[src/rtl/core/npcs_pkg.sv]
// Shared types and constants for the nearest palette color search block.
// No dependencies; imported by the controller, the datapath and the top level.
package npcs_pkg;

   // Default palette depth and widest palette address.
   localparam int PALETTE_ENTRIES_DEFAULT = 256;
   localparam int ADDR_W_MAX              = 8;
   localparam int DIST_W                  = 18;

   // Item codes carried on the cmd field.
   localparam logic CMD_WRITE = 1'b0;
   localparam logic CMD_QUERY = 1'b1;

   typedef enum logic [1:0] {
      ST_IDLE,
      ST_SCAN,
      ST_DRAIN,
      ST_DONE
   } ctrl_state_type;

   // Controller to datapath commands.
   typedef struct packed {
      logic                  wr_en;
      logic                  start;
      logic                  rd_en;
      logic [ADDR_W_MAX-1:0] rd_addr;
      logic                  load_out;
   } ctrl_cmd_type;

   // Datapath to controller status.
   typedef struct packed {
      logic pipe_empty;
      logic out_free;
   } dp_status_type;

   function automatic logic [7:0] abs_diff(input logic [7:0] a, input logic [7:0] b);
      logic [7:0] d;
      d = (a > b) ? (a - b) : (b - a);
      return d;
   endfunction

endpackage

[src/rtl/core/npcs_ctrl.sv]
// Controller state machine: accepts transactions and sequences the palette scan.
// Depends on npcs_pkg.
module npcs_ctrl #(
   parameter int PALETTE_ENTRIES = npcs_pkg::PALETTE_ENTRIES_DEFAULT
) (
   input  logic                   clock,
   input  logic                   reset,
   input  logic                   req_valid,
   input  logic                   req_cmd,
   input  logic [7:0]             req_entry_index,
   input  npcs_pkg::dp_status_type status,
   output logic                   req_stall,
   output npcs_pkg::ctrl_cmd_type  cmd
);
   import npcs_pkg::*;

   localparam int         AW        = $clog2(PALETTE_ENTRIES);
   localparam logic [8:0] IDX_LIMIT = 9'(PALETTE_ENTRIES);
   localparam logic [AW-1:0] LAST_ADDR = AW'(PALETTE_ENTRIES - 1);

   ctrl_state_type state_ff, state_in;
   logic [AW-1:0]  addr_ff, addr_in;
   logic           in_range;

   assign in_range = ({1'b0, req_entry_index} < IDX_LIMIT);

   always_ff @(posedge clock) begin
      if (reset) begin
         state_ff <= ST_IDLE;
         addr_ff  <= '0;
      end else begin
         state_ff <= state_in;
         addr_ff  <= addr_in;
      end
   end

   always_comb begin
      state_in  = state_ff;
      addr_in   = addr_ff;
      cmd       = '0;
      req_stall = 1'b1;
      case (state_ff)
         ST_IDLE: begin
            req_stall = 1'b0;
            if (req_valid) begin
               if (req_cmd == CMD_QUERY) begin
                  cmd.start = 1'b1;
                  addr_in   = '0;
                  state_in  = ST_SCAN;
               end else begin
                  // drop writes beyond the palette
                  cmd.wr_en = in_range;
               end
            end
         end
         ST_SCAN: begin
            cmd.rd_en   = 1'b1;
            cmd.rd_addr = ADDR_W_MAX'(addr_ff);
            if (addr_ff == LAST_ADDR) begin
               state_in = ST_DRAIN;
            end else begin
               addr_in = addr_ff + 1'b1;
            end
         end
         ST_DRAIN: begin
            if (status.pipe_empty) begin
               state_in = ST_DONE;
            end
         end
         ST_DONE: begin
            if (status.out_free) begin
               cmd.load_out = 1'b1;
               state_in     = ST_IDLE;
            end
         end
         default: begin
            state_in = ST_IDLE;
         end
      endcase
   end

endmodule

[config.mk]
export PLATFORM = sky130hd
export DESIGN_NAME = npcs_ctrl
export DESIGN_NICKNAME = d
export VERILOG_FILES = /design/src/rtl/core/npcs_pkg.sv /design/src/rtl/core/npcs_ctrl.sv
export SDC_FILE = /design/constraint.sdc
export NUM_CORES = 1
export LEC_CHECK = 0
export BUFFER_PORTS_ARGS = -buffer_cell sky130_fd_sc_hd__buf_2
export CAP_MARGIN = 10
export CELL_PAD_IN_SITES_DETAIL_PLACEMENT = 0
export CELL_PAD_IN_SITES_GLOBAL_PLACEMENT = 1
export CORE_ASPECT_RATIO = 0.7
export CORE_MARGIN = 5
export CORE_UTILIZATION = 34
export CTS_CLUSTER_DIAMETER = 30
export CTS_CLUSTER_SIZE = 30
export DETAILED_ROUTE_END_ITERATION = 10
export PLACE_DENSITY = 0.78
export SYNTH_ARGS = -nofsm -noshare
export SYNTH_HDL_FRONTEND = slang
export SYNTH_SLANG_ARGS = --single-unit
[constraint.sdc]
create_clock -name clock -period 2.61 [get_ports clock]
set_input_delay 0.3915 -clock clock [delete_from_list [all_inputs] [get_ports clock]]
set_output_delay 0.3915 -clock clock [all_outputs]
set_load 0.02 [all_outputs]
# ---- Yosys cells after proc, flatten, opt, wreduce, memory -nomap -nowiden
# Index checks and enable logic that the tools add are counted.
dict set report totals {
  regBits 10
  inputBits 14
  output_inout_bits 13
  wordCells 35
}
dict set report op_classes {
  n_addsub 1
  eq_ne 10
  n_mux 18
  reduce_logical 4
}
# cell count
set op_table {}
lappend op_table {{$mux W8} 3}
lappend op_table {{$pmux W8 S2} 1}
lappend op_table {{$mux W2} 7}
lappend op_table {{$ne A2 B2 Y1 const B} 6}
lappend op_table {{$mux W9} 1}
lappend op_table {{$add A8 B1 Y8 const B} 1}
lappend op_table {{$eq A8 B8 Y1 const B} 1}
lappend op_table {{$pmux W2 S4} 1}
lappend op_table {{$mux W1} 5}
lappend op_table {{$reduce_and A5 Y1} 1}
lappend op_table {{$eq A2 B2 Y1 const B} 2}
lappend op_table {{$reduce_and A4 Y1} 1}
lappend op_table {{$eq A2 B1 Y1 const B} 1}
lappend op_table {{$logic_not A2 Y1} 1}
lappend op_table {{$reduce_bool A2 Y1} 1}

# ---- Longest topological paths before layout
dict set report depth {
  depth_word 3
  mapped_depth 7
  mapped_depth_nobuf 6
}

# ---- Least setup slack after synthesis
# No wires, ideal clock.
dict set report synth_path {
  path_kind {register -> register}
  startpoint {register state_ff[1]}
  endpoint {register addr_ff[5]}
  arrival_ns 1.842
  required_time_ns 2.540
  slack_ns 0.699
  stages_incl_launch_ff 8
  n_path_buf 1
  period_less_slack_ns 1.911
  cell_sequence {dfxtp_1 > inv_1 > ha_1 > nor2_1 > a311o_1 > buf_6 > or4_1 > a21oi_1}
}
dict set report synth_via {
  elab_chain_len 3
}
# item line_no
set synth_rtl {}
lappend synth_rtl {{start, declared} npcs_ctrl.sv:21} ;# ctrl_state_type state_ff, state_in;
lappend synth_rtl {{start signal, assigned} npcs_ctrl.sv:32} ;# state_ff <= state_in;
lappend synth_rtl {{$eq A2 B1 Y1 / $logic_not A2 Y1 (equally long branches)} npcs_ctrl.sv:42} ;# case (state_ff)
lappend synth_rtl {{$ne A2 B2 Y1 (no line) / $reduce_bool A2 Y1 (equally long branches)} --}
lappend synth_rtl {{$reduce_and A4 Y1 (no line)} --}
lappend synth_rtl {{end signal, assigned} npcs_ctrl.sv:33} ;# addr_ff <= addr_in;
lappend synth_rtl {{end, declared} npcs_ctrl.sv:22} ;# logic [AW-1:0] addr_ff, addr_in;
# Parallel ways exist; a longest one is shown, timed or not.
# A chain may end at the register's enable or synchronous reset.

# ---- Worst setup path after layout
dict set report layout_path {
  startpoint {register state_ff[0]}
  endpoint {register addr_ff[3]}
}
# The elaborated chain is that of the path after synthesis.

==> impl_results.md <==
* Dpl hpwl at 1190 um
* Core Area at 0.00210 sq mm
* Drt pass-1 iters at 4
* Status: completed
* Reg clk slew, reported paths at 0.06 ns
* Gr usage total at 9.95%
* Global-route wire length before repair at 2500 um
* Total CTS buffers at 3
* Number of setup violations in the final report at 0
* Per-cell routed wire length at 11.7 um
* Number of global-route vias before repair at 590
* Synth top area cells: dfxtp_1, ha_1, and2_1
* Drt initial violations at 15
* Input/output buffers at 18
* Antenna viol nets, final at 0
* Site row count at 14
* Diode count at 0
* Die area at 0.00320 sq mm
* Worst R2R Start: state_ff[0]
* Ys flop type: dfxtp_1
* Fin nets at 129
* Hold Path Origin: reset
* Slew margin rel. at 76.2%
* Synth warnings at 0
* Number of synthesized register bits at 10
* Flop pwr share at 28.2%
* Chip Height at 48.9 um
* CTS Sinks at 10
* I/O pins at 27
* VDD IR max at 0.000293 V
* H-tree lvl count at 1
* HP Class: input pin to register
* Reg-to-reg setup timing slack at 0.57 ns
* Initial Utilization at 34.9%
* Clock power share at 14.9%
* Setup ws final at 0.567 ns
* Post-CTS Repair Setup Buffers at 0
* Largest stage delay, worst path at 0.65 ns
* Slew Limit Fails at 0
* Tot Pwr at 0.000683 W
* Slowest CP cell: or4b_2
* Avg Cell Area, Syn at 8.35 sq um
* Clk_lat worst skew at 0.26 ns
* Via/cell ratio at 5.08
* Initial antenna violation count at 0
* Post-Place Worst Slack at 0.573 ns
* Pwr dens at 802 mW/mm^2
* Cell taking the most area after synthesis: dfxtp_1
* Largest net degree at the start of global routing at 21
* Post-synth EDFFs at 0
* Max_cap viols at 0
* FMAX at 490 MHz
* WP buf/inv at 1
* Post-layout min period at 2.04 ns
* PostCTS Resize Cnt at 0
* Register area share after synthesis at 27.3%
* Final period util at 78.3%
* Area share of the leading cell type in the synthesized netlist at 27.3%
* Reg2Reg Depth at 6
* Comb power frac at 56.9%
* Clk root buf: clkbuf_4
* CP cell instances: inv_1 > ha_1 > a21boi_0 > nand2b_1 > or4b_2 > a21oi_1
* Final Hold Vio Count at 0
* Reg2reg end: addr_ff[3]
* Post-layout util at 40.5%
* Psw at 0.000293 W
* Switching Share at 42.9%
* Seq. cell area at 200 sq um
* Post-synth cell types at 36
* Die width at 65.6 um
* Vias at 665
* Syn Nets at 108
* Hold WS at 0.418 ns
* Internal power at 0.000390 W
* Post-CTS Hold Buffers at 0
* Leak at 0.398 nW
* RSZ-0062 raised after global routing: false
* Area grow syn2layout at 16.0%
* CTS tree: done
* End of the worst hold path: addr_ff[1]
* Cells after synthesis at 88
* Mapped cell area at 734 sq um
* Actual slew at the worst max-slew pin at 0.353 ns
* Setup Skew at 0.00261 ns
* CP Capture Type: register
* Crit Path Category: register to register
* CTS Buffer Depth at 2
* Routability cong. at 0.773
* Grt total ovfl at 0
* Fraction of registers with async set/reset at 0%
* Fill cells at 219
* Worst path required time at 2.80 ns
* CP startpoint kind: register
* Worst EP arrival at 2.23 ns
* Share of layout cells above drive strength 1 at 32.7%
* CP Max Fanout at 6
* Setup TNS at 0 ns
* Cell family with most CP delay: simple AND/OR/NAND/NOR gates
* Total wire length at 1530 um
* Cell depth of the worst hold path at 2
* DRC at 0
* Multi-input gate area at 472 sq um
## layout by cell type (no fill, tap or decap)
| cell type | Yosys | routed |
|---|---|---|
| o211a_1 | 1 | 1 |
| a21boi_0 | 1 | 1 |
| buf_4 | 0 | 2 |
| a311o_1 | 1 | 1 |
| or2b_2 | 1 | 1 |
| or4b_2 | 1 | 1 |
| inv_1 | 6 | 6 |
| a21oi_1 | 8 | 8 |
| dfxtp_1 | 10 | 10 |
| or3b_2 | 3 | 3 |
| clkbuf_4 | 0 | 3 |
| nand3_1 | 3 | 3 |
| a2111o_1 | 1 | 1 |
| or3_1 | 1 | 1 |
| and2_2 | 1 | 1 |
| mux2i_1 | 1 | 1 |
| buf_2 | 0 | 18 |
| a21o_2 | 1 | 1 |
| and3_2 | 1 | 1 |
| and3_1 | 1 | 1 |
| o21ai_0 | 4 | 4 |
| o21a_1 | 1 | 1 |
| and2_1 | 9 | 9 |
| a221o_1 | 1 | 1 |
| or4_1 | 1 | 1 |
| a31o_2 | 1 | 1 |
| nor4_1 | 1 | 1 |
| nand2b_1 | 1 | 1 |
| nand2_1 | 9 | 9 |
| and4_4 | 1 | 1 |
| ha_1 | 6 | 6 |
| or2_2 | 1 | 1 |
| o21ba_2 | 1 | 1 |
| a211oi_1 | 1 | 1 |
| nor2_1 | 2 | 2 |
| nor2b_1 | 2 | 2 |
## how the worst max path moves through the flow
stage / from / to / slack (ns) / depth (start not counted)
after global placement: state_ff[0] / addr_ff[3] / 0.60 / 6
after detailed placement: state_ff[0] / addr_ff[3] / 0.57 / 6
after floorplan: state_ff[1] / addr_ff[5] / 0.70 / 7
final: state_ff[0] / addr_ff[3] / 0.57 / 6
after CTS: state_ff[0] / addr_ff[3] / 0.55 / 6
after global routing: state_ff[0] / addr_ff[3] / 0.41 / 6
## cell usage after synthesis, drive strengths merged, types with 2 or more instances
master	count
buf	2
ha	6
clkbuf	2
and3	2
nand2	9
inv	6
a21oi	8
o21ai	4
nand3	3
nor2b	2
and2	10
or3b	3
dfxtp	10
nor2	2
## per-layer routing
layer	track usage, %	wire, um	up-vias
met3	4.61	85	2
li1	-	-	349
met4	3.10	13	0
met1	13.5	790	297
met5	0	0	-
met2	13.8	644	17
## state kept, by name, indices dropped and copies added (netlist names)
signal / flops
state_ff: 2
addr_ff: 8
## through the flow
stage / instances / cell area (sq um)
after floorplan: 88 / 734
after global placement: 128 / 830
after detailed placement: 128 / 830
after CTS: 131 / 852
after global routing: 131 / 852
final: 131 / 852
## worst register-to-register path, cell delays in order, from the launching register on
cell and delay (ns):
dfxtp_1 0.39, inv_1 0.10, ha_1 0.25, a21boi_0 0.17, nand2b_1 0.26, or4b_2 0.65
a21oi_1 0.16
## layout make-up
cell class / instances / area share, %
clock buffers: 3 / 2.64
well taps: 24 / 3.52
inverters: 6 / 2.64
flip-flops and latches: 10 / 23.5
multi-input cells: 68 / 55.4
repair buffers: 20 / 12.3
## logic make-up (layout without fill, tap and decap cells)
logic type	Yosys count	count (layout)	share of synthesized area (%)
AOI/OAI and AO/OA	22	22	20.6
adders and majority gates	6	6	10.2
buffers and inverters	10	29	8.52
DFF	10	10	27.3
muxes	1	1	1.36
and+or+nand+nor	39	39	32.0
## power by group through the flow
stage	clock network (W)	registers (W)	logic (W)
2_1_floorplan	0	0.000190	0.000326
3_3_place_gp	0	0.000195	0.000385
3_5_place_dp	0	0.000196	0.000395
4_1_cts	0.000107	0.000193	0.000396
5_1_grt	0.000119	0.000196	0.000432
6_report	0.000102	0.000193	0.000388
Note: power is estimated with default switching activity, not from simulation.
